<file path="src/rtl/core/fgemm_pkg.sv">
package fgemm_pkg;

  localparam int MAX_ROWS  = 16;
  localparam int MAX_INNER = 16;
  localparam int MAX_COLS  = 16;

  localparam int IDX_W  = 4;
  localparam int ADDR_W = 2 * IDX_W;
  localparam int SIZE_W = 5;
  localparam int DATA_W = 32;

  localparam logic [31:0] QNAN = 32'h7FC0_0000;
  localparam logic [31:0] PINF = 32'h7F80_0000;

  typedef enum logic [2:0] {
    ACT_WR_A    = 3'd0,
    ACT_WR_B    = 3'd1,
    ACT_WR_C    = 3'd2,
    ACT_COMPUTE = 3'd3,
    ACT_RD_Y    = 3'd4
  } action_e;

  typedef enum logic [1:0] {
    STAT_OK    = 2'd0,
    STAT_READ  = 2'd1,
    STAT_RANGE = 2'd2
  } status_e;

  typedef enum logic [1:0] {
    REG_ROWS  = 2'd0,
    REG_INNER = 2'd1,
    REG_COLS  = 2'd2,
    REG_BIAS  = 2'd3
  } reg_idx_e;

  typedef enum logic [8:0] {
    ST_IDLE    = 9'b000000001,
    ST_RD_WAIT = 9'b000000010,
    ST_C_RD    = 9'b000000100,
    ST_C_LD    = 9'b000001000,
    ST_K_RD    = 9'b000010000,
    ST_K_GO    = 9'b000100000,
    ST_K_WAIT  = 9'b001000000,
    ST_Y_WR    = 9'b010000000,
    ST_RESP    = 9'b100000000
  } state_e;

  typedef struct packed {
    logic [SIZE_W-1:0] rows;
    logic [SIZE_W-1:0] inner;
    logic [SIZE_W-1:0] cols;
    logic              bias;
  } cfg_t;

  typedef struct packed {
    logic accept;
    logic acc_load;
    logic fma_start;
    logic acc_update;
    logic k_inc;
    logic y_write;
    logic out_load;
  } cmd_t;

  typedef struct packed {
    logic in_compute;
    logic in_read_ok;
    logic fma_done;
    logic k_last;
    logic ij_last;
  } stat_t;

endpackage

</file>
<file path="src/rtl/core/fgemm_ctrl.sv">
module fgemm_ctrl (
  input  logic             clk_i,
  input  logic             rst_ni,
  input  logic             in_valid_i,
  output logic             in_ready_o,
  output logic             out_valid_o,
  input  logic             out_ready_i,
  input  fgemm_pkg::stat_t stat_i,
  output fgemm_pkg::cmd_t  cmd_o
);

  fgemm_pkg::state_e state_q, state_d;
  logic              out_valid_q, out_valid_d;

  always_comb begin
    state_d     = state_q;
    cmd_o       = '0;
    out_valid_d = out_valid_q & ~out_ready_i;
    in_ready_o  = state_q == fgemm_pkg::ST_IDLE;
    unique case (state_q)
      fgemm_pkg::ST_IDLE: begin
        if (in_valid_i) begin
          cmd_o.accept = 1'b1;
          if (stat_i.in_compute) state_d = fgemm_pkg::ST_C_RD;
          else if (stat_i.in_read_ok) state_d = fgemm_pkg::ST_RD_WAIT;
          else state_d = fgemm_pkg::ST_RESP;
        end
      end
      fgemm_pkg::ST_RD_WAIT: state_d = fgemm_pkg::ST_RESP;
      fgemm_pkg::ST_C_RD:    state_d = fgemm_pkg::ST_C_LD;
      fgemm_pkg::ST_C_LD: begin
        cmd_o.acc_load = 1'b1;
        state_d        = fgemm_pkg::ST_K_GO;
      end
      fgemm_pkg::ST_K_RD:    state_d = fgemm_pkg::ST_K_GO;
      fgemm_pkg::ST_K_GO: begin
        cmd_o.fma_start = 1'b1;
        state_d         = fgemm_pkg::ST_K_WAIT;
      end
      fgemm_pkg::ST_K_WAIT: begin
        if (stat_i.fma_done) begin
          cmd_o.acc_update = 1'b1;
          if (stat_i.k_last) begin
            state_d = fgemm_pkg::ST_Y_WR;
          end else begin
            cmd_o.k_inc = 1'b1;
            state_d     = fgemm_pkg::ST_K_RD;
          end
        end
      end
      fgemm_pkg::ST_Y_WR: begin
        cmd_o.y_write = 1'b1;
        state_d = stat_i.ij_last ? fgemm_pkg::ST_RESP : fgemm_pkg::ST_C_RD;
      end
      fgemm_pkg::ST_RESP: begin
        // The result waits here until the output register is free.
        if (!out_valid_q || out_ready_i) begin
          cmd_o.out_load = 1'b1;
          out_valid_d    = 1'b1;
          state_d        = fgemm_pkg::ST_IDLE;
        end
      end
      default: state_d = fgemm_pkg::ST_IDLE;
    endcase
  end

  always_ff @(posedge clk_i or negedge rst_ni) begin
    if (!rst_ni) begin
      state_q     <= fgemm_pkg::ST_IDLE;
      out_valid_q <= 1'b0;
    end else begin
      state_q     <= state_d;
      out_valid_q <= out_valid_d;
    end
  end

  assign out_valid_o = out_valid_q;

endmodule

</file>
<file path="config.mk">
export PLATFORM = sky130hd
export DESIGN_NAME = fgemm_ctrl
export DESIGN_NICKNAME = d
export VERILOG_FILES = /design/src/rtl/core/fgemm_pkg.sv /design/src/rtl/core/fgemm_ctrl.sv
export SDC_FILE = /design/constraint.sdc
export NUM_CORES = 1
export LEC_CHECK = 0
export ABC_CLOCK_PERIOD_IN_PS = 2200
export BUFFER_PORTS_ARGS = -buffer_cell sky130_fd_sc_hd__buf_2
export CORE_AREA = 4 4 41 43
export DETAILED_ROUTE_END_ITERATION = 10
export DIE_AREA = 0 0 45 47
export PLACE_DENSITY_LB_ADDON = 0.15
export SYNTH_ARGS = -nofsm -noshare
export SYNTH_HDL_FRONTEND = slang
export SYNTH_SLANG_ARGS = --single-unit
</file>
<file path="constraint.sdc">
create_clock -name clk_i -period 2.2 [get_ports clk_i]
set_input_delay 0.33 -clock clk_i [delete_from_list [all_inputs] [get_ports clk_i]]
set_output_delay 0.33 -clock clk_i [all_outputs]
set_load 0.01 [all_outputs]
</file>
Yosys cells after proc, flatten, opt, wreduce, memory -nomap -nowiden
Cells that the tools add are included.
- register bits: 10
- input bits: 9
- output and inout bits: 9
- logic and storage cells: 40
- equality and inequality tests: 12
- multiplexer cells: 20
- bitwise logic cells: 2
- reduce and logical (&&, ||, !) cells: 4
- operators with widths (cell ; count):
    9-bit one-hot mux with 8 select lines ; 1
    9-bit two-way mux ; 6
    1-bit two-way mux ; 10
    9-bit by 1-bit == test with 1-bit output (second input constant) ; 1
    9-bit by 2-bit == test with 1-bit output (second input constant) ; 1
    9-bit by 3-bit == test with 1-bit output (second input constant) ; 1
    9-bit by 4-bit == test with 1-bit output (second input constant) ; 1
    9-bit by 5-bit == test with 1-bit output (second input constant) ; 1
    9-bit by 6-bit == test with 1-bit output (second input constant) ; 1
    9-bit by 7-bit == test with 1-bit output (second input constant) ; 1
    9-bit by 8-bit == test with 1-bit output (second input constant) ; 1
    9-bit == test (second input constant) ; 1
    8-bit two-way mux ; 1
    2-bit != test (second input constant) ; 3
    2-bit two-way mux ; 2
    3-bit AND reduction ; 1
    2-bit OR reduction ; 1
    1-bit AND ; 1
    1-bit logical NOT ; 1
    1-bit logical OR ; 1
    1-bit inverter ; 1

Longest topological paths before layout
Gate-level depths: netlist of run 1.
- word-level depth: 4
- mapped depth: 5
- mapped depth without buffers: 4

Worst setup path after synthesis of run 1
OpenSTA, ideal clock, no wires.
- path kind: register to output
- from: register state_q[2]
- to: output cmd_o[6] (netlist name)
- data arrival time: 1421 ps
- required time: 1870 ps
- slack: 449 ps
- cell stages (with the launch flop): 4
- buffers on the path: 0
- cells stage by stage: dfrtp_1 or4_4 nor3_4 and2_4
- RTL lines (what ; line ; text):
    start, declared ; fgemm_ctrl.sv:12 ; fgemm_pkg::state_e state_q, state_d;
    start signal, assigned ; fgemm_ctrl.sv:69 ; state_q <= fgemm_pkg::ST_IDLE;
    start signal, assigned ; fgemm_ctrl.sv:72 ; state_q <= state_d;
    end, declared ; fgemm_ctrl.sv:9 ; output fgemm_pkg::cmd_t cmd_o

==> out/qor.csv, run 1 <==
metric,value,unit
status,finished clean,
synth_top_cell_by_area,sky130_fd_sc_hd__dfrtp_1,
grt_pass1_wl,2290,um
worstSetupEndpointType,primary output,
ctsLongestPathBuffers,2,
pwr-share-seq,0.317,
die_area,0.00212,mm2
placement.io_buffers,17,
postSynth.topFlopCell,sky130_fd_sc_hd__dfrtp_1,
path_clk_slew,0.07,ns
synthTopCellsByArea,"sky130_fd_sc_hd__dfrtp_1, sky130_fd_sc_hd__dfstp_2, sky130_fd_sc_hd__nor2_1",
area_of_all_placed_cells_without_fillers,786,um2
mappedNetlistArea,634,um2
cts_tree,done,
ys_seq_elements,10,
placedCellCount,97,
maxSlewViolCount,0,
vdd_drop_max,0.000681,V
grt_use_total,0.152,
grt_overflow_total,0,
fmax,472,MHz
power.switching_fraction,0.384,
timing.slew.headroom,0.695,
dp.final_hpwl,1040,um
drcViolationCount,0,
finalHoldViolCount,0,
timing_worst_slew_pin_value,0.453,ns
p_per_area,1140,mW/mm2
postSynthCellCount,65,
crit_path_top_delay_cell,sky130_fd_sc_hd__or4_4,
design.final.nets,97,
grt_setup_unrepaired,false,
max-cap-violations,0,
arrival,1.79,ns
cp_cell_sequence,or4_4 > nor3_4 > and2_4 > buf_2,
finalClockSkew,0.00251,ns
placement.cell_area,738,um2
cts-buffers-inserted,3,
dr.first_iter.drc_count,13,
post_route_cells_drive_above_1_share,0.345,
sequential_element_share_of_the_synthesized_area,0.396,
synth_largest_type_area_fraction,0.355,
setup_total_negative_slack,0,ns
design_power_total,896,uW
routedWlPerCell,13.2,um
pwr-share-comb,0.488,
finalCritPeriodShare,0.964,
latest_clock_arrival_within_the_worst_skew_pair,0.28,ns
synth_common_cells,"sky130_fd_sc_hd__dfrtp_1, sky130_fd_sc_hd__nor2_1, sky130_fd_sc_hd__nor3_1",
synth.most_common_cell,sky130_fd_sc_hd__dfrtp_1,
first_global_vias,546,
post_synth_edffs,0,
postSynthNetCount,74,
synth_cell_type_count,35,
async_reset_ff_frac,1.00,
grt_antenna_before_repair,0,
yosys_warnings,0,
internal_power,552,uW
clockPowerShare,0.194,
drt-total-wl,1340,um
floorplan.die.height,47,um
postRouteAntennaNets,0,
finalWorstPathRequiredPeriod,2.12,ns
ios,18,
place.gp.congestion,0.786,
coreArea,0.00130,mm2
timing.critical_path.from_type,flop,
grt_max_degree,11,
num_antenna_cells,0,
htree_levels,1,
path_buf_inv,1,
critical_path.top_delay_family,simple AND/OR/NAND/NOR gates,
detailroute.via_count,565,
cts-root-buf,sky130_fd_sc_hd__clkbuf_4,
leakage,0.000404,uW
final_cells,102,
post-cts-setup-buffers,0,
worstHoldPathType,input port to flop,
dr.pass1.iters,4,
die_x,45,um
crit_required,1.87,ns
area.growth.synth_to_final,23.9,%
rows,13,
route.detailed.vias_per_inst,5.54,
cts.sinks,10,
critical_path_peak_fanout,7,
power.net_switching,344,uW
final-setup-viol-count,0,
syn_area_per_cell,9.76,um2
initial_utilization,0.487,
worst-setup-path-type,flop to primary output,
peak_per_stage_delay_on_the_critical_path,0.58,ns
==> routing by layer <==
layer | GRT usage | vias to the layer above | part of all wire
met5 | 0 | - | 0
met1 | 0.196 | 258 | 0.47
met2 | 0.243 | 10 | 0.48
met3 | 0.0230 | 2 | 0.035
li1 | - | 295 | -
met4 | 0.0877 | 0 | 0.016
==> state kept, by name, indices dropped and copies added (netlist names) <==
signal and flops:
out_valid_o 1, state_q 9
==> cell families after synthesis <==
group / count (synthesis) / share of synthesized area
buf+inv: 3 / 0.0237
simple gates: 39 / 0.414
flops: 10 / 0.396
compound gates: 10 / 0.124
xor+xnor: 3 / 0.0414
==> timing repair <==
action	in CTS	in global routing
hold endpoints to repair	9	0
gates resized for setup	0	1
hold buffers	1	0
endpoints found under the setup margin	0	1
==> layout by cell type, fill, tap and decap left out, types with 3 or more instances in the layout <==
cell type,n
sky130_fd_sc_hd__nand2_1,3
sky130_fd_sc_hd__nor4_1,3
sky130_fd_sc_hd__xor2_1,3
sky130_fd_sc_hd__nor2_1,7
sky130_fd_sc_hd__buf_2,17
sky130_fd_sc_hd__nor3_1,5
sky130_fd_sc_hd__dfrtp_1,8
sky130_fd_sc_hd__clkbuf_4,3
==> worst paths after layout <==
path / start / endpoint / slack, ns / depth (start not counted)
max: state_q[2]$_DFFE_PN0P_ / cmd_o[6] / 0.08 / 4
min: stat_i[1] / state_q[4]$_DFFE_PN0P_ / 0.22 / 2
max reg2reg: state_q[2]$_DFFE_PN0P_ / state_q[2]$_DFFE_PN0P_ / 0.53 / 3
min reg2reg: out_valid_o$_DFF_PN0_ / out_valid_o$_DFF_PN0_ / 0.55 / 2
max in group asynchronous: rst_ni / state_q[0]$_DFFE_PN1P_ / 1.50 / 2
min in group asynchronous: rst_ni / state_q[1]$_DFFE_PN0P_ / 0.44 / 2
==> power by group through the flow <==
stage                     Clock (uW)  Combinational (uW)  Sequential [uW]
after floorplan                    0                 323              275
after global placement             0                 437              282
after detailed placement           0                 435              286
after CTS                        177                 440              282
after global routing             184                 480              296
final                            174                 437              284
==> through the flow <==
| step | hold slack [ns] | utilization | setup WS (ns) |
|---|---|---|---|
| 2_1_floorplan | 0.0344 | - | 0.449 |
| 3_3_place_gp | 0.207 | 0.567 | 0.392 |
| 3_5_place_dp | 0.206 | 0.567 | 0.349 |
| 4_1_cts | 0.220 | 0.603 | 0.0455 |
| 5_1_grt | 0.226 | 0.604 | 0.0143 |
| 6_report | 0.222 | 0.604 | 0.0793 |
==> final cells by class <==
class	instances	area [um2]
Fill cell	124	515
Multi-Input combinational cell	52	368
Sequential cell	10	253
Timing Repair Buffer	19	103
Clock buffer	4	36.3
Tap cell	15	18.8
Inverter	2	7.51
No activity file was read; power rests on OpenSTA's default activity.
==> run 2, diff against run 1 <==
Settings changed: ABC_CLOCK_PERIOD_IN_PS 2200 to 2400.
Clock period 2.2 ns to 2.4 ns, I/O delays scaled along.
==> out/qor.csv, run 2 (synthesized netlist as in run 1, its figures left out) <==
metric,value,unit,change
coreArea,0.00130,mm2,unchanged
post_route_cells_drive_above_1_share,0.322,,-0.0230
registers.top_by_ff_count,state_q,,
design.final.nets,97,,unchanged
maxSlewViolCount,0,,unchanged
finalClockSkew,0.00265,ns,+0.000136 ns
postRouteAntennaNets,0,,unchanged
rows,13,,unchanged
pwr-share-seq,0.332,,+0.015
post_cts.resized_instances,0,,unchanged
floorplan.die.height,47,um,unchanged
grt_use_total,0.156,,+0.00400
die_x,45,um,unchanged
final_cell_mix,"sky130_fd_sc_hd__buf_2, sky130_fd_sc_hd__dfrtp_1, sky130_fd_sc_hd__nor2_1, sky130_fd_sc_hd__nor3_1",,
peak_per_stage_delay_on_the_critical_path,0.58,ns,about the same
area.growth.synth_to_final,22.1,%,
cp_cell_sequence,or4_4 > nor3_4 > and2_4 > buf_2,,
status,finished clean,,
power.switching_fraction,0.388,,+0.00442
cts-buffers-inserted,3,,unchanged
timing.reg2reg.worst_path_depth,4,,+1
timing.slew.headroom,0.683,,-0.0117
arrival,1.79,ns,about the same
dr.pass1.iters,4,,unchanged
crit_path_top_delay_cell,sky130_fd_sc_hd__or4_4,,
setup_total_negative_slack,0,ns,unchanged
grt_setup_unrepaired,false,,
placement.cell_area,738,um2,unchanged
grt_overflow_total,0,,unchanged
die_area,0.00212,mm2,unchanged
max_reg_flops,9,,unchanged
dp.final_hpwl,1030,um,-1.2%
power.net_switching,303,uW,-12%
hold_path_depth,2,,unchanged
placement.io_buffers,17,,unchanged
first_global_vias,540,,-1.1%
timing.hold.worst_endpoint,state_q[4]$_DFFE_PN0P_,,
wirelength_met1,608,um,-3.5%
cts.sinks,10,,unchanged
worst-setup-path-type,flop to primary output,,
vdd_drop_max,0.000572,V,-16%
fmax,465,MHz,
critical_path.top_delay_family,simple AND/OR/NAND/NOR gates,,
p_per_area,1010,mW/mm2,-12%
ios,18,,unchanged
ctsLongestPathBuffers,2,,unchanged
worst_r2r_startpoint,state_q[2]$_DFFE_PN0P_,,
pwr-share-comb,0.508,,+0.020
timing_worst_slew_pin_value,0.471,ns,+0.0173 ns
num_antenna_cells,0,,unchanged
drcViolationCount,0,,unchanged
reg2reg_to,state_q[1]$_DFFE_PN0P_,,
grt_pass1_wl,2340,um,+2.1%
route.detailed.vias_per_inst,5.65,,+1.9%
clockPowerShare,0.160,,-0.034
initial_utilization,0.487,,unchanged
cts-root-buf,sky130_fd_sc_hd__clkbuf_4,,
routedWlPerCell,13.1,um,-0.45%
latest_clock_arrival_within_the_worst_skew_pair,0.27,ns,about the same
detailroute.via_count,576,,+1.9%
met2RoutedLength,618,um,-3.9%
max-cap-violations,0,,unchanged
finalHoldViolCount,0,,unchanged
min-delay-start,stat_i[1],,
worst-r2r-setup-slack,0.76,ns,+0.23 ns
whs,0.260,ns,+0.0375 ns
place.gp.congestion,0.783,,-0.28%
routed-wl-met3,96,um,+100%
htree_levels,1,,unchanged
final-setup-viol-count,0,,unchanged
area_of_all_placed_cells_without_fillers,774,um2,-1.4%
grt_max_degree,11,,unchanged
internal_power,478,uW,-13%
dr.first_iter.drc_count,9,,-4
highest_routing_layer_actually_used,met4,,
drt-total-wl,1340,um,-0.45%
cts_tree,done,,
critical_path_peak_fanout,7,,unchanged
finalWorstPathRequiredPeriod,2.15,ns,
mostFrequentLayoutCell,sky130_fd_sc_hd__buf_2,,
worstSetupEndpointType,primary output,,
post-cts-setup-buffers,0,,unchanged
timing.critical_path.from_type,flop,,
path_clk_slew,0.07,ns,about the same
path_buf_inv,1,,unchanged
grt_antenna_before_repair,0,,unchanged
leakage,0.000399,uW,-1.1%
crit_required,2.04,ns,+0.17 ns
finalCritPeriodShare,0.897,,
worstHoldPathType,input port to flop,,
[run 2: changes by cell type in the layout (fill, tap and decap cells not counted)]
cell                       delta
sky130_fd_sc_hd__clkbuf_1     +1
sky130_fd_sc_hd__clkbuf_8     -1
sky130_fd_sc_hd__dfrtp_1      +1
sky130_fd_sc_hd__dfrtp_2      -1
[run 2: power by group through the flow]
stage / clock network (uW) / registers, uW / logic, uW
2_1_floorplan: 0 / 252 / 297
3_3_place_gp: 0 / 259 / 400
3_5_place_dp: 0 / 262 / 397
4_1_cts: 130 / 258 / 400
5_1_grt: 142 / 268 / 448
6_report: 125 / 259 / 397
[run 2: what timing repair did]
| action | 4_1_cts | 5_1_grt |
|---|---|---|
| endpoints found under the hold margin | 9 | 0 |
| hold buffers | 1 | 0 |
| setup endpoints to repair | 0 | 0 |
[run 2: layout make-up]
type | instances | area, um2
multi-input cells | 52 | 368
clock buffers | 4 | 26.3
fillers | 123 | 527
inverters | 2 | 7.51
repair buffers | 19 | 103
flip-flops and latches | 10 | 251
well taps | 15 | 18.8
[run 2: worst max path at each step]
stage	cells past startpoint	slack, ns	endpoint	startpoint
2_1_floorplan	3	0.62	cmd_o[6]	state_q[2]$_DFFE_PN0P_
3_3_place_gp	4	0.56	cmd_o[6]	state_q[2]$_DFFE_PN0P_
3_5_place_dp	4	0.53	cmd_o[6]	state_q[2]$_DFFE_PN0P_
4_1_cts	4	0.23	cmd_o[6]	state_q[2]$_DFFE_PN0P_
5_1_grt	4	0.05	cmd_o[2]	state_q[2]$_DFFE_PN0P_
6_report	4	0.25	cmd_o[6]	state_q[2]$_DFFE_PN0P_
[run 2: stage by stage]
step                std cells  setup WS, ns   util  power, uW
finish                    102         0.248  0.595        781
global route              102        0.0545  0.595        858
CTS                       102         0.233  0.595        788
detailed placement         97         0.531  0.567        659
global placement           97         0.562  0.567        659
floorplan                  65         0.619      -        549
[run 2: metal layers]
metal / up-vias / track usage
met2: 18 / 0.257
li1: 293 / -
met3: 2 / 0.0345
met4: 0 / 0.0702
met5: - / 0
met1: 263 / 0.196
==> run 3, diff against run 2 <==
Settings changed: HOLD_SLACK_MARGIN set to 0.15, MAX_ROUTING_LAYER set to met4.
==> out/qor.csv, run 3 (synthesized netlist as in run 1, its figures left out) <==
metric,value,unit,change
status,finished clean,,
place_ws,0.531,ns,unchanged
first_global_vias,540,,unchanged
max_reg_flops,9,,unchanged
final.setup.worst_slack,0.244,ns,-0.00355 ns
final-setup-viol-count,0,,unchanged
leakage,0.000399,uW,unchanged
grt_pass1_wl,2340,um,unchanged
die_x,45,um,unchanged
placement.io_buffers,17,,unchanged
maxSlewViolCount,0,,unchanged
htree_levels,1,,unchanged
timing.hold.worst_endpoint,state_q[4]$_DFFE_PN0P_,,
final.fill_count,123,,unchanged
post_route_cells_drive_above_1_share,0.322,,unchanged
route.detailed.vias_per_inst,5.63,,-0.35%
grt_overflow_total,0,,unchanged
worst-setup-path-type,flop to primary output,,
fmax,464,MHz,-0.16%
postRouteAntennaNets,0,,unchanged
hold_path_depth,2,,unchanged
timing.critical_path.from_type,flop,,
min-delay-start,stat_i[1],,
setup_total_negative_slack,0,ns,unchanged
final_cells,102,,unchanged
finalHoldViolCount,0,,unchanged
floorplan.die.height,47,um,unchanged
vdd_drop_max,0.000573,V,+0.26%
detailroute.via_count,574,,-0.35%
initial_utilization,0.487,,unchanged
design.final.nets,97,,unchanged
timing.reg2reg.worst_path_depth,4,,unchanged
arrival,1.80,ns,about the same
grt_antenna_before_repair,0,,unchanged
p_per_area,1010,mW/mm2,about the same
timing_worst_slew_pin_value,0.463,ns,-0.00757 ns
finalCritPeriodShare,0.898,,+0.00148
grt_setup_unrepaired,false,,
latest_clock_arrival_within_the_worst_skew_pair,0.27,ns,about the same
routedWlPerCell,13.3,um,+1.0%
grt_use_total,0.161,,+0.00516
rows,13,,unchanged
dr.pass1.iters,4,,unchanged
worstSetupEndpointType,primary output,,
worst-r2r-setup-slack,0.75,ns,about the same
ios,18,,unchanged
cts_tree,done,,
grt_max_degree,11,,unchanged
worstHoldPathType,input port to flop,,
cts-root-buf,sky130_fd_sc_hd__clkbuf_4,,
cts-buffers-inserted,3,,unchanged
coreArea,0.00130,mm2,unchanged
registers.top_by_ff_count,state_q,,
reg2reg_to,state_q[1]$_DFFE_PN0P_,,
place.gp.congestion,0.794,,+1.4%
path_clk_slew,0.07,ns,about the same
finalClockSkew,0.00227,ns,-0.000374 ns
crit_required,2.04,ns,about the same
die_area,0.00212,mm2,unchanged
cts.sinks,10,,unchanged
max-cap-violations,0,,unchanged
mostFrequentLayoutCell,sky130_fd_sc_hd__buf_2,,
dp.final_hpwl,1030,um,unchanged
placedCellCount,97,,unchanged
drt-total-wl,1350,um,+1.0%
critical_path_peak_fanout,7,,unchanged
drcViolationCount,0,,unchanged
dr.first_iter.drc_count,12,,+3
area.growth.synth_to_final,22.1,%,unchanged
ctsLongestPathBuffers,2,,unchanged
worst_r2r_startpoint,state_q[2]$_DFFE_PN0P_,,
timing.slew.headroom,0.688,,+0.00509
num_antenna_cells,0,,unchanged
finalWorstPathRequiredPeriod,2.16,ns,+0.00355 ns
final_cell_mix,"sky130_fd_sc_hd__buf_2, sky130_fd_sc_hd__dfrtp_1, sky130_fd_sc_hd__nor2_1, sky130_fd_sc_hd__nor3_1",,
==> run 3: cell counts in the layout (fill, tap and decap cells not counted) <==
No cell type changed its count.
==> run 3: area by class of cell <==
cell class | count | area, um2 | share of cell area
inverters | 2 | 7.51 | 0.00969
clock buffers | 4 | 26.3 | 0.0339
flip-flops and latches | 10 | 251 | 0.325
well taps | 15 | 18.8 | 0.0242
multi-input cells | 52 | 368 | 0.475
repair buffers | 19 | 103 | 0.132
==> run 3: worst max-delay path by stage <==
stage                                      start       end  slack (ns)  cells past startpoint
after CTS                 state_q[2]$_DFFE_PN0P_  cmd_o[6]        0.23                      4
after global routing      state_q[2]$_DFFE_PN0P_  cmd_o[2]        0.05                      4
final                     state_q[2]$_DFFE_PN0P_  cmd_o[6]        0.24                      4
after detailed placement  state_q[2]$_DFFE_PN0P_  cmd_o[6]        0.53                      4
after floorplan           state_q[2]$_DFFE_PN0P_  cmd_o[6]        0.62                      3
after global placement    state_q[2]$_DFFE_PN0P_  cmd_o[6]        0.56                      4
==> run 3: through the flow <==
stage               utilization  hold WS, ns  total power, uW  instance area, um2
floorplan                     -       0.0644              549                 634
global placement          0.567        0.235              659                 738
detailed placement        0.567        0.241              659                 738
CTS                       0.595        0.254              788                 774
global route              0.595        0.256              858                 774
finish                    0.595        0.260              781                 774
==> run 3: worst max-delay path, stage by stage (launching register included) <==
cell and delay, ns:
sky130_fd_sc_hd__dfrtp_1 0.44, sky130_fd_sc_hd__or4_4 0.58, sky130_fd_sc_hd__nor3_4 0.22, sky130_fd_sc_hd__and2_4 0.16, sky130_fd_sc_hd__buf_2 0.12
==> run 3: routing by layer <==
metal  up-vias  GRT usage  share of wire  wire, um
li1        292          -              -         -
met4         0     0.0702          0.011        15
met3         2     0.0345          0.058        78
met5         -          -              0         0
met1       267      0.196           0.47       630
met2        13      0.257           0.46       627
==> run 3: repair_timing <==
action	CTS	global route
buffers inserted	0	0
resized for setup	0	0
endpoints found under the hold margin	9	0
hold buffers	1	0
==> run 3: where the power goes <==
group	leakage (uW)	internal [uW]	switching, uW
Sequential	0.000135	209	50.6
Clock	0.0000150	64.4	61.0
Combinational	0.000249	204	192
Total	0.000399	478	303
