## config.mk

```make
export PLATFORM = sky130hd
export DESIGN_NAME = fgemm_cfg
export DESIGN_NICKNAME = d
export VERILOG_FILES = /design/src/rtl/core/fgemm_pkg.sv /design/src/rtl/core/fgemm_cfg.sv
export SDC_FILE = /design/constraint.sdc
export NUM_CORES = 1
export LEC_CHECK = 0
export BUFFER_PORTS_ARGS = -buffer_cell sky130_fd_sc_hd__buf_2
export CELL_PAD_IN_SITES_DETAIL_PLACEMENT = 0
export CELL_PAD_IN_SITES_GLOBAL_PLACEMENT = 1
export CORE_ASPECT_RATIO = 1.25
export CORE_MARGIN = 2
export CORE_UTILIZATION = 26
export CTS_CLUSTER_SIZE = 30
export DETAILED_ROUTE_END_ITERATION = 12
export PLACE_DENSITY_LB_ADDON = 0.1
export SYNTH_ARGS = -nofsm -noshare
export SYNTH_HDL_FRONTEND = slang
export SYNTH_SLANG_ARGS = --single-unit
```

## constraint.sdc

```tcl
create_clock -name clk_i -period 1.5 [get_ports clk_i]
set_input_delay 0.3 -clock clk_i [delete_from_list [all_inputs] [get_ports clk_i]]
set_output_delay 0.3 -clock clk_i [all_outputs]
set_load 0.01 [all_outputs]
```

## src/rtl/core/fgemm_pkg.sv

```systemverilog
package fgemm_pkg;

  localparam int MAX_ROWS  = 16;
  localparam int MAX_INNER = 16;
  localparam int MAX_COLS  = 16;

  localparam int IDX_W  = 4;
  localparam int ADDR_W = 2 * IDX_W;
  localparam int SIZE_W = 5;
  localparam int DATA_W = 32;

  localparam logic [31:0] QNAN = 32'h7FC0_0000;
  localparam logic [31:0] PINF = 32'h7F80_0000;

  typedef enum logic [2:0] {
    ACT_WR_A    = 3'd0,
    ACT_WR_B    = 3'd1,
    ACT_WR_C    = 3'd2,
    ACT_COMPUTE = 3'd3,
    ACT_RD_Y    = 3'd4
  } action_e;

  typedef enum logic [1:0] {
    STAT_OK    = 2'd0,
    STAT_READ  = 2'd1,
    STAT_RANGE = 2'd2
  } status_e;

  typedef enum logic [1:0] {
    REG_ROWS  = 2'd0,
    REG_INNER = 2'd1,
    REG_COLS  = 2'd2,
    REG_BIAS  = 2'd3
  } reg_idx_e;

  typedef enum logic [8:0] {
    ST_IDLE    = 9'b000000001,
    ST_RD_WAIT = 9'b000000010,
    ST_C_RD    = 9'b000000100,
    ST_C_LD    = 9'b000001000,
    ST_K_RD    = 9'b000010000,
    ST_K_GO    = 9'b000100000,
    ST_K_WAIT  = 9'b001000000,
    ST_Y_WR    = 9'b010000000,
    ST_RESP    = 9'b100000000
  } state_e;

  typedef struct packed {
    logic [SIZE_W-1:0] rows;
    logic [SIZE_W-1:0] inner;
    logic [SIZE_W-1:0] cols;
    logic              bias;
  } cfg_t;

  typedef struct packed {
    logic accept;
    logic acc_load;
    logic fma_start;
    logic acc_update;
    logic k_inc;
    logic y_write;
    logic out_load;
  } cmd_t;

  typedef struct packed {
    logic in_compute;
    logic in_read_ok;
    logic fma_done;
    logic k_last;
    logic ij_last;
  } stat_t;

endpackage

```

## src/rtl/core/fgemm_cfg.sv

```systemverilog
module fgemm_cfg (
  input  logic                 clk_i,
  input  logic                 rst_ni,
  input  logic                 psel,
  input  logic                 penable,
  input  logic                 pwrite,
  input  logic [3:0]           paddr,
  input  logic [31:0]          pwdata,
  output logic [31:0]          prdata,
  output logic                 pready,
  output fgemm_pkg::cfg_t      cfg_o
);

  logic [fgemm_pkg::SIZE_W-1:0] rows_q, rows_d, inner_q, inner_d, cols_q, cols_d;
  logic                         bias_q, bias_d;
  logic                         wr_en;
  logic [fgemm_pkg::SIZE_W-1:0] wsize;
  fgemm_pkg::reg_idx_e          idx;

  // Size writes keep five bits; zero acts as one and anything above the maximum as the
  // maximum.
  function automatic logic [fgemm_pkg::SIZE_W-1:0] clamp(input logic [4:0] v,
                                                         input int max_v);
    logic [fgemm_pkg::SIZE_W-1:0] r;
    r = v;
    if (v == 5'd0) r = 5'd1;
    else if (int'(v) > max_v) r = fgemm_pkg::SIZE_W'(max_v);
    return r;
  endfunction

  assign pready = 1'b1;
  assign wr_en  = psel & penable & pwrite;
  assign idx    = fgemm_pkg::reg_idx_e'(paddr[3:2]);
  assign wsize  = pwdata[4:0];

  always_comb begin
    rows_d  = rows_q;
    inner_d = inner_q;
    cols_d  = cols_q;
    bias_d  = bias_q;
    prdata  = '0;
    unique case (idx)
      fgemm_pkg::REG_ROWS: begin
        prdata = {27'd0, rows_q};
        if (wr_en) rows_d = clamp(wsize, fgemm_pkg::MAX_ROWS);
      end
      fgemm_pkg::REG_INNER: begin
        prdata = {27'd0, inner_q};
        if (wr_en) inner_d = clamp(wsize, fgemm_pkg::MAX_INNER);
      end
      fgemm_pkg::REG_COLS: begin
        prdata = {27'd0, cols_q};
        if (wr_en) cols_d = clamp(wsize, fgemm_pkg::MAX_COLS);
      end
      fgemm_pkg::REG_BIAS: begin
        prdata = {31'd0, bias_q};
        if (wr_en) bias_d = pwdata[0];
      end
      default: prdata = '0;
    endcase
  end

  always_ff @(posedge clk_i or negedge rst_ni) begin
    if (!rst_ni) begin
      rows_q  <= fgemm_pkg::SIZE_W'(fgemm_pkg::MAX_ROWS);
      inner_q <= fgemm_pkg::SIZE_W'(fgemm_pkg::MAX_INNER);
      cols_q  <= fgemm_pkg::SIZE_W'(fgemm_pkg::MAX_COLS);
      bias_q  <= 1'b0;
    end else begin
      rows_q  <= rows_d;
      inner_q <= inner_d;
      cols_q  <= cols_d;
      bias_q  <= bias_d;
    end
  end

  assign cfg_o = '{rows: rows_q, inner: inner_q, cols: cols_q, bias: bias_q};

endmodule

```

# ---- Word-level counts from Yosys, hierarchy flattened
# Index checks and enable logic that the tools add are counted.
dict set report totals {
  mem_bits_ro 0
  latchBits 0
  ramBits 0
  ff_bits 16
  memories 0
}
dict set report op_classes {
  n_reduce_logical 6
  shifts 0
  n_lt_le_gt_ge 1
  addsub 0
  n_div 0
  muxes 3
  bitwise_logic 2
  n_mul 0
  n_eq_ne 3
}
# operator n
set op_table {}
lappend op_table {{32-bit one-hot mux with 4 select lines} 1}
lappend op_table {{5-bit 2-to-1 mux} 2}
lappend op_table {{2-bit AND reduction} 4}
lappend op_table {{5-bit > comparator (second input constant)} 1}
lappend op_table {{5-bit logical NOT} 1}
lappend op_table {{2-bit == test (second input constant)} 2}
lappend op_table {{1-bit AND} 2}
lappend op_table {{2-bit by 1-bit == test with 1-bit output (second input constant)} 1}
lappend op_table {{2-bit logical NOT} 1}

# ---- Longest topological paths before layout
# Gate-level depths: netlist (run 1).
dict set report depth {
  depth_word 3
  ltp_mapped 5
  depth_no_buf 3
}

# ---- Worst setup path after synthesis (run 1)
# Ideal clock, no wire load.
dict set report synth_path {
  path_type {input-to-reg}
  from {in paddr[2]}
  to {reg cols_q[0] in the netlist's numbering}
  setup_slack_ns 0.131
  setup_time_ns 0.125
  arrival_time_ns 1.244
  required_time_ns 1.375
  path_buffers 2
  cell_stages 4
  path_cell_list {buf_2 > or3_1 > buf_6 > mux2_4}
}
dict set report synth_via {
  elab_chain_cells 2
}
# item line_no
set synth_lines {}
lappend synth_lines {{from (decl)} fgemm_cfg.sv:7} ;# input logic [3:0] paddr,
lappend synth_lines {{2-bit == test} fgemm_cfg.sv:42} ;# unique case (idx)
lappend synth_lines {{2-bit AND reduction (no line)} -}
lappend synth_lines {{to (signal assigned)} fgemm_cfg.sv:67} ;# cols_q <= fgemm_pkg::SIZE_W'(fgemm_pkg::MAX_COLS);
lappend synth_lines {{to (signal assigned)} fgemm_cfg.sv:72} ;# cols_q <= cols_d;
lappend synth_lines {{to (decl)} fgemm_cfg.sv:14} ;# logic [fgemm_pkg::SIZE_W-1:0] rows_q, rows_d, inner_q, inner_d, cols_q, cols_d;
# Every way passes these cells.
# A chain may end at the register's enable or synchronous reset.

# ---- Worst setup path in the final report (run 1)
dict set report layout_path {
  from {reg inner_q[0] in the netlist's numbering}
  to {out prdata[0]}
}
dict set report layout_via {
  elab_chain_cells 1
}
# item line_no
set layout_lines {}
lappend layout_lines {{from (decl)} fgemm_cfg.sv:14}
lappend layout_lines {{from (signal assigned)} fgemm_cfg.sv:66} ;# inner_q <= fgemm_pkg::SIZE_W'(fgemm_pkg::MAX_INNER);
lappend layout_lines {{from (signal assigned)} fgemm_cfg.sv:71} ;# inner_q <= inner_d;
lappend layout_lines {{32-bit one-hot mux with 4 select lines} fgemm_cfg.sv:42}
lappend layout_lines {{to (decl)} fgemm_cfg.sv:9} ;# output logic [31:0] prdata,
# Every way passes these cells. The select of a mux whose other input is x is not followed.

==> qor.csv, run 1 <==
stage,metric,value,unit
status,status,finished with violations,
status,violated checks,negative setup slack,
routing,DRT antenna net count,0,
synthesis,commonest cells in the netlist,"buf_4, dfrtp_1, mux2_2",
pwr,PwrDens,1060,mW/mm^2
floorplanning,Die ar.,0.00448,mm^2
hold_path,HP Class,input pin to register,
global_route,total track usage,10.6,%
sta,RSZ-0062 raised after global routing,true,
setup_path,CP Cell Sequence,mux4_2 -> buf_2,
routing,Routed WL per cell,11.6,um
synthesis,"Avg Cell Area, Syn",11.1,um^2
finish,ANT cells,0,
floorplanning,Die X,60.3,um
global_route,global-route wire length before repair,3430,um
placement,DP Worst Slack,0.0449,ns
floorplanning,std cell rows,25,
cts,htree depth,1,
setup_path,Worst Path Max Fanout,3,
placement,RePlAce Congestion,0.688,
setup_path,CP Capture Type,output pin,
finish,Nets,185,
routing,first drt pass iteration count,2,
synthesis,synth unique cells,22,
finish,area delta synth->final,27.9,%
synthesis,Post-Synth XOR/XNOR Area,0,%
placement,placed insts,188,
routing,residual DRC count,0,
floorplanning,I/O pin count,90,
cts,Root Driver,clkbuf_8,
setup_path,critical path type,register to output pin,
setup_path,Critical Path Max Stage Delay,0.44,ns
synthesis,most common cell in the synthesized netlist,buf_4,
pwr,Peak supply drop,0.570,mV
routing,Post-Route WL,2280,um
global_route,antenna violations before repair,0,
synthesis,Cells after Synth,93,
setup_path,crit start category,register,
synthesis,number of flops mapped to enable cells by yosys,0,
setup_path,Top Family by Delay on Critical Path,multiplexers,
sta,Fin Clk Skew,0,ns
synthesis,Syn. warnings,0,
synthesis,fraction of registers with async set/reset,100,%
floorplanning,initial core utilization,27.2,%
pwr,Leakage Power,0.725,nW
synthesis,post-synthesis cell area,0.00103,mm^2
synthesis,post-synthesis mux area share,24.3,%
sta,fin crit share,102,%
sta,final setup vio count,1,
global_route,vias in the first global route,713,
setup_path,cell with the largest stage delay on the worst path,mux4_2,
synthesis,largest family of logic cells by synthesized area,buffers and inverters,
synthesis,Compound-Gate Fraction of Synth Area,3.65,%
floorplanning,Die H,74.4,um
placement,HPWL after DPL,1850,um
global_route,total gr overflow,0,
sta,final hold violations,0,
routing,1st-iter DRT viols,5,
sta,Final WS setup,-0.0295,ns
pwr,overall power,1.39,mW
cts,clock buffer depth,2,
cts,CTS tree,done,
placement,Buffers on Ports,32,
synthesis,Synth Area in Adders,0,%
sta,Max Fclk,0.654,GHz
synthesis,#FFs+latches synth,16,
routing,Vias/cell,3.76,
synthesis,top post-synthesis cells by area,"dfrtp_1, buf_4, mux2_2, dfstp_2, mux2_4",
floorplanning,core area,0.00378,mm^2
sta,final worst path period need,1.53,ns
setup_path,Worst EP required,1.20,ns
synthesis,"Seq/Total Area, Yosys",39.2,%
routing,vias,741,
synthesis,Main synth FF type,dfrtp_1,
synthesis,Yosys top cell area share,31.6,%
sta,Slew Limit Fails,0,
global_route,largest net degree at the start of global routing,17,
setup_path,crit path DAT,1.23,ns
cts,TritonCTS Buffers,3,
cts,"Clk Latency, worst-skew pair",0.24,ns
finish,Post-Layout Cell Count,197,
cts,CTS clock-pin slew for the worst setup and hold paths,0.06,ns
cts,sink count of the clock tree,16,
finish,Final Util,34.8,%
synthesis,Yosys top cell by area,dfrtp_1,
synthesis,Simple-Gate Fraction of Synth Area,7.53,%
sta,setup tns final,-0.0295,ns
run,Max-Cap Viols,0,
setup_path,CP bufs+invs,1,
finish,proportion of layout cells with a drive suffix above 1,53.1,%
==> worst paths after layout <==
path	slack (ns)	from	depth (start not counted)	end
worst min-delay path	0.35	pwdata[0]	3	bias_q
min in group asynchronous	0.50	rst_ni	2	rows_q[1]
max in group asynchronous	0.68	rst_ni	2	inner_q[4]
worst max-delay path	-0.03	inner_q[0]	2	prdata[0]
worst max register to register	0.61	inner_q[0]	2	inner_q[0]
worst min register to register	0.53	inner_q[2]	1	inner_q[2]
==> kinds of logic after synthesis <==
group	Yosys count
and+or+nand+nor	14
other	2
DFF	16
buffers and inverters	34
muxes	20
AOI/OAI and AO/OA	7
==> power breakdown <==
group | internal (mW) | leakage [nW] | switching (mW)
Clock | 0.232 | 0.0288 | 0.141
Combinational | 0.227 | 0.495 | 0.207
Sequential | 0.528 | 0.201 | 0.0568
Total | 0.988 | 0.725 | 0.405
==> final cells by class <==
class	count	area [um^2]
clock buffer	4	55.1
multi-input combinational	69	470
timing repair buffer	52	313
sequential	16	404
fill	404	2470
tap	54	67.6
inverter	2	7.51
==> layer usage <==
| metal | track usage, % | wire [um] | up-vias |
|---|---|---|---|
| li1 | - | - | 357 |
| met1 | 13.2 | 942 | 348 |
| met2 | 17.3 | 1170 | 32 |
| met3 | 2.43 | 146 | 4 |
| met4 | 4.44 | 29 | 0 |
| met5 | 0 | 0 | - |
==> state kept, by name, summed over array words and instances (netlist names) <==
name and count:
cols_q 5, inner_q 5, rows_q 5, bias_q 1
==> timing repair <==
item / CTS / global route
endpoints found under the hold margin: 13 / 0
buffers inserted: 2 / 2
resized for setup: 0 / 1
hold buffers: 1 / 0
pin swaps: 0 / 1
endpoints found under the setup margin: 1 / 2
==> layout by cell type, fill, tap and decap left out, types with 2 or more instances in the layout <==
cell type	netlist	final
buf_2	1	32
buf_4	29	19
clkbuf_8	0	4
conb_1	2	28
dfrtp_1	13	13
dfstp_2	3	3
mux2_2	10	10
mux2_4	5	5
mux2i_1	4	4
nand2_1	4	4
nor2b_1	4	4
o21ai_0	5	4
or3_1	2	2
==> stage by stage <==
stage	hold slack [ns]	area [um^2]
after global placement	0.243	1220
after global routing	0.359	1320
after CTS	0.347	1300
final	0.348	1320
after detailed placement	0.246	1220
after floorplan	0.00441	1130
==> tightest hold or removal path: cells and delay by family <==
kind / cells / cell delay (ns)
buffers and inverters: 2 / 0.17
AOI/OAI and AO/OA: 1 / 0.08
Power figures use the tool's default switching activity.
==> run 2, diff against run 1 <==
==> constraint.sdc (replaced) <==
create_clock -name clk_i -period 1.5 [get_ports clk_i]
set_input_delay 0.225 -clock clk_i [delete_from_list [all_inputs] [get_ports clk_i]]
set_output_delay 0.225 -clock clk_i [all_outputs]
set_load 0.01 [all_outputs]
==> run 2 against run 1 <==
Net effect:
- the run now ends clean
- power down 1.7%
- sequential power about the same
- critical path depth unchanged
- via count down 4.6%
- clock-buffer cell count unchanged
- critical endpoint unchanged
- largest cell class unchanged
- highest routed layer unchanged
==> qor.csv, run 2 (synthesis gave the netlist of run 1 again) <==
stage,metric,value,unit,change
pwr,Peak supply drop,0.441,mV,-23%
finish,Nets,174,,-5.9%
routing,DRT antenna net count,0,,unchanged
cts,"Clk Latency, worst-skew pair",0.25,ns,about the same
cts,htree depth,1,,unchanged
setup_path,crit path DAT,1.25,ns,+0.02 ns
setup_path,Worst EP required,1.27,ns,+0.07 ns
sta,RSZ-0062 raised after global routing,true,,
setup_path,Top Family by Delay on Critical Path,multiplexers,,
hold_path,Hold Path Origin,paddr[3],,
global_route,total track usage,10.7,%,+0.17 points
sta,Max Fclk,0.678,GHz,+3.7%
finish,top flop regs,"cols_q x5, inner_q x5, rows_q x5",,
finish,area delta synth->final,20.5,%,
cts,CTS clock-pin slew for the worst setup and hold paths,0.07,ns,about the same
sta,Final WS setup,0.0256,ns,+0.0551 ns
setup_path,Worst Path Max Fanout,3,,unchanged
cts,clock buffer depth,2,,unchanged
floorplanning,I/O pin count,90,,unchanged
placement,RePlAce Congestion,0.700,,+1.8%
routing,1st-iter DRT viols,5,,unchanged
floorplanning,Die H,74.4,um,unchanged
finish,"commonest non-fill, non-tap cell in the layout",buf_2,,
routing,residual DRC count,0,,unchanged
hold_path,hold endpoint,bias_q,,
hold_path,HP Class,input pin to register,,
finish,most frequent cells in the layout,"buf_2, conb_1, dfrtp_1",,
pwr,Leakage Power,0.673,nW,-7.2%
sta,Fin Clk Skew,0,ns,unchanged
pwr,PwrDens,1100,mW/mm^2,+4.4%
setup_path,CP Capture Type,output pin,,
finish,proportion of layout cells with a drive suffix above 1,49.2,%,-3.9 points
global_route,antenna violations before repair,0,,unchanged
sta,final worst path period need,1.47,ns,-0.0551 ns
floorplanning,Die X,60.3,um,unchanged
setup_path,Reg-to-Reg End,bias_q,,
sta,setup tns final,0,ns,+0.0295 ns
finish,ANT cells,0,,unchanged
setup_path,critical path type,register to output pin,,
cts,CTS tree,done,,
setup_path,cell with the largest stage delay on the worst path,mux4_2,,
floorplanning,std cell rows,25,,unchanged
sta,fin crit share,98.3,%,-3.7 points
routing,vias,707,,-4.6%
setup_path,CP bufs+invs,1,,unchanged
status,status,completed,,
sta,final setup vio count,0,,-1
routing,Routed WL per cell,11.9,um,+2.3%
placement,DP Worst Slack,0.0559,ns,+0.0110 ns
routing,first drt pass iteration count,2,,unchanged
global_route,global-route wire length before repair,3450,um,+0.61%
hold_path,Min-Delay Path Depth,3,,unchanged
global_route,largest net degree at the start of global routing,17,,unchanged
setup_path,FF-to-FF path depth,3,,+1
cts,TritonCTS Buffers,3,,unchanged
setup_path,Reg2Reg Launch Point,bias_q,,
setup_path,CP Cell Sequence,mux4_2 -> buf_6,,
floorplanning,Die ar.,0.00448,mm^2,unchanged
floorplanning,initial core utilization,27.2,%,unchanged
sta,final hold violations,0,,unchanged
sta,Slew Limit Fails,0,,unchanged
run,Max-Cap Viols,0,,unchanged
global_route,total gr overflow,0,,unchanged
routing,Post-Route WL,2210,um,-3.4%
setup_path,Critical Path Max Stage Delay,0.47,ns,+0.03 ns
global_route,vias in the first global route,707,,-0.84%
routing,Vias/cell,3.80,,+1.1%
placement,HPWL after DPL,1800,um,-2.8%
setup_path,reg2reg setup slack,0.73,ns,+0.12 ns
cts,sink count of the clock tree,16,,unchanged
placement,Buffers on Ports,32,,unchanged
setup_path,crit start category,register,,
pwr,overall power,1.37,mW,-1.7%
cts,Root Driver,clkbuf_8,,
floorplanning,core area,0.00378,mm^2,unchanged
[run 2: cell types whose count changed in the layout (fill, tap and decap cells not counted)]
cell | before | now
buf_6 | 0 | 1
buf_2 | 32 | 31
buf_4 | 19 | 8
[run 2: layout make-up]
type / instances / area [um^2]
fillers: 417 / 2540
multi-input cells: 69 / 470
flip-flops and latches: 16 / 404
repair buffers: 41 / 236
well taps: 54 / 67.6
clock buffers: 4 / 55.1
inverters: 2 / 7.51
[run 2: worst max-delay path by stage]
stage / depth (start not counted) / slack [ns] / endpoint / from
after floorplan: 4 / 0.21 / cols_q[0] / paddr[2]
after global placement: 3 / 0.05 / cols_q[1] / paddr[2]
after detailed placement: 3 / 0.06 / cols_q[0] / paddr[2]
after CTS: 2 / 0.01 / prdata[0] / cols_q[0]
after global routing: 2 / -0.008 / prdata[0] / cols_q[0]
final: 2 / 0.03 / prdata[0] / cols_q[0]
[run 2: worst min-delay path: stages]
cell	delay [ns]
buf_2	0.12
inv_2	0.05
o31ai_1	0.06
[run 2: metrics by stage]
| step | utilization, % | hold WS, ns | std cells | cell area [um^2] |
|---|---|---|---|---|
| floorplan | - | -0.0706 | 119 | 1130 |
| global placement | 30.7 | 0.170 | 180 | 1160 |
| detailed placement | 30.7 | 0.168 | 180 | 1160 |
| CTS | 32.6 | 0.250 | 186 | 1230 |
| global route | 32.8 | 0.257 | 186 | 1240 |
| finish | 32.8 | 0.253 | 186 | 1240 |
[run 2: what timing repair did]
action | 4_1_cts | 5_1_grt
buffers inserted | 1 | 0
setup endpoints to repair | 1 | 2
hold endpoints to repair | 13 | 0
pin swaps | 0 | 0
hold buffers | 1 | 0
gates resized for setup | 0 | 2
[run 2: power breakdown]
part / leakage, nW / internal, mW / total (mW) / switching (mW)
combinational: 0.443 / 0.203 / 0.403 / 0.199
sequential: 0.201 / 0.528 / 0.585 / 0.0575
clock: 0.0288 / 0.233 / 0.382 / 0.149
[run 2: metal layers]
metal / part of all wire (%) / up-vias / GRT usage, %
met5: 0 / - / 0
met4: 1.1 / 0 / 5.93
met1: 41 / 341 / 12.8
met2: 51 / 32 / 17.6
li1: - / 332 / -
met3: 6.5 / 2 / 2.43
==> run 3, diff against run 2 <==
--- a/config.mk
+++ b/config.mk
@@ -10,7 +10,7 @@
 export CELL_PAD_IN_SITES_GLOBAL_PLACEMENT = 1
 export CORE_ASPECT_RATIO = 1.25
 export CORE_MARGIN = 2
-export CORE_UTILIZATION = 26
+export CORE_UTILIZATION = 23
 export CTS_CLUSTER_SIZE = 30
 export DETAILED_ROUTE_END_ITERATION = 12
 export PLACE_DENSITY_LB_ADDON = 0.1
==> constraint.sdc (replaced) <==
create_clock -name clk_i -period 1.2 [get_ports clk_i]
set_input_delay 0.18 -clock clk_i [delete_from_list [all_inputs] [get_ports clk_i]]
set_output_delay 0.18 -clock clk_i [all_outputs]
set_load 0.1 [all_outputs]
==> run 3 against run 2 <==
Net effect:
- the flow now finishes with violations (negative setup slack)
- setup slack got worse by 0.39 ns
- sequential power rose by 37%
- die area rose by 12%
- critical path type unchanged
- critical endpoint unchanged
- largest cell class is now non-clock buffers
- largest power group is now combinational logic
- highest routed layer unchanged
==> qor.csv, run 3 (synthesis gave the netlist of run 1 again) <==
stage,metric,value,unit,change
status,status,finished with violations,,
status,violated checks,negative setup slack,,
setup_path,Worst Path Max Fanout,2,,-1
routing,met2 WL,1450,um,+27%
routing,1st-iter DRT viols,11,,+6
routing,first drt pass iteration count,4,,+2
finish,cell area after layout,0.00188,mm^2,+52%
setup_path,CP Cell Sequence,mux4_2 -> buf_6,,
placement,RePlAce Congestion,0.667,,-4.6%
routing,Routed WL per cell,12.5,um,+5.2%
setup_path,cell with the largest stage delay on the worst path,dfrtp_4,,
global_route,antenna violations before repair,0,,unchanged
setup_path,crit path DAT,1.39,ns,+0.14 ns
cts,CTS tree,done,,
sta,final hold violations,0,,unchanged
floorplanning,std cell rows,27,,+8.0%
global_route,total gr overflow,0,,unchanged
pwr,Leakage Power,0.854,nW,+27%
cts,sink count of the clock tree,16,,unchanged
sta,RSZ-0062 raised after global routing,true,,
routing,vias,788,,+11%
floorplanning,initial core utilization,23.6,%,-3.6 points
setup_path,CP Capture Type,output pin,,
sta,fin crit share,131,%,
finish,ANT cells,0,,unchanged
cts,TritonCTS Buffers,3,,unchanged
routing,WL met3,133,um,-7.6%
finish,most frequent cells in the layout,"conb_1, buf_12, buf_4",,
global_route,total track usage,11.0,%,+0.31 points
routing,residual DRC count,0,,unchanged
routing,DRT antenna net count,0,,unchanged
finish,top flop regs,"cols_q x5, inner_q x5, rows_q x5",,
sta,setup tns final,-1.33,ns,-1.33 ns
routing,wl on met1,1000,um,+11%
sta,Fin Clk Skew,0,ns,unchanged
floorplanning,I/O pin count,90,,unchanged
finish,area delta synth->final,82.9,%,
setup_path,Top Family by Delay on Critical Path,flip-flops,,
cts,Root Driver,clkbuf_8,,
run,Max-Cap Viols,0,,unchanged
routing,Post-Route WL,2620,um,+19%
sta,Max Fclk,0.638,GHz,
global_route,global-route wire length before repair,4200,um,+22%
global_route,vias in the first global route,847,,+20%
placement,HPWL after DPL,2000,um,+11%
floorplanning,Die X,63.8,um,+5.9%
cts,"Clk Latency, worst-skew pair",0.25,ns,about the same
setup_path,CP bufs+invs,1,,unchanged
finish,Filler Cells Inserted,425,,+1.9%
placement,Buffers on Ports,32,,unchanged
sta,Final WS setup,-0.369,ns,-0.394 ns
floorplanning,Die ar.,0.00503,mm^2,+12%
cts,CTS clock-pin slew for the worst setup and hold paths,0.07,ns,about the same
finish,area of the multi-input gates,568,um^2,+21%
setup_path,crit start category,register,,
sta,final worst path period need,1.57,ns,
finish,"commonest non-fill, non-tap cell in the layout",conb_1,,
finish,Nets,194,,+11%
floorplanning,core area,0.00436,mm^2,+15%
pwr,PwrDens,2020,mW/mm^2,+83%
setup_path,Worst EP required,1.02,ns,-0.25 ns
floorplanning,Die H,78.8,um,+6.0%
pwr,Peak supply drop,0.826,mV,+87%
global_route,largest net degree at the start of global routing,17,,unchanged
cts,clock buffer depth,2,,unchanged
finish,proportion of layout cells with a drive suffix above 1,69.7,%,+20 points
finish,FF+latch area,442,um^2,+9.3%
setup_path,Critical Path Max Stage Delay,0.47,ns,about the same
cts,htree depth,1,,unchanged
hold_path,HP Class,input pin to register,,
sta,final setup vio count,12,,+12
setup_path,critical path type,register to output pin,,
sta,Slew Limit Fails,0,,unchanged
routing,Vias/cell,3.75,,-1.3%
placement,dpl cell area,0.00169,mm^2,+45%
routing,top layer in use,met4,,
-- run 3: routing by layer --
layer / track usage (%) / vias to the layer above
met5: 0 / -
met4: 5.87 / 0
met2: 18.9 / 28
li1: - / 373
met1: 12.9 / 385
met3: 2.27 / 2
-- run 3: path summary, 6_finish.rpt --
check	from	depth (start not counted)	to	slack, ns
max	rows_q[0]	2	prdata[0]	-0.37
min reg2reg	inner_q[2]	1	inner_q[2]	0.58
min in group asynchronous	rst_ni	2	cols_q[3]	0.37
min	paddr[3]	3	bias_q	0.19
max reg2reg	rows_q[3]	3	rows_q[3]	0.09
max in group asynchronous	rst_ni	2	inner_q[4]	0.51
-- run 3: repair_timing --
| action | 4_1_cts | 5_1_grt |
|---|---|---|
| pin swaps | 3 | 1 |
| endpoints found under the hold margin | 13 | 0 |
| cloned | 0 | 0 |
| setup buffers | 6 | 4 |
| setup endpoints to repair | 10 | 14 |
| gates resized for setup | 11 | 4 |
| hold buffers | 1 | 0 |
-- run 3: final cells by class --
cell class,count,area share (%)
tap,58,3.85
inverter,2,0.532
clock buffer,4,2.92
sequential,16,23.5
timing repair buffer,61,39.1
multi-input combinational,69,30.2
-- run 3: worst reg2reg max path: cells and delay by family (launching register included) --
| kind | cells | cell delay [ns] |
|---|---|---|
| buf+inv | 2 | 0.25 |
| mux | 1 | 0.25 |
| flops | 1 | 0.49 |
-- run 3: power by group --
part	total [mW]	switching (mW)	internal, mW
Sequential	0.803	0.102	0.701
Clock	0.484	0.193	0.291
Combinational	2.51	1.65	0.856
Total	3.80	1.95	1.85
-- run 3: through the flow --
stage / util, % / power, mW / cells / worst slack, ns / hold slack (ns)
after floorplan: - / 2.51 / 119 / -0.465 / -0.116
after global placement: 38.7 / 3.19 / 195 / -0.176 / 0.123
after detailed placement: 38.7 / 3.20 / 195 / -0.185 / 0.129
after CTS: 42.2 / 3.81 / 206 / -0.380 / 0.201
after global routing: 43.2 / 3.94 / 210 / -0.411 / 0.192
final: 43.2 / 3.80 / 210 / -0.369 / 0.185
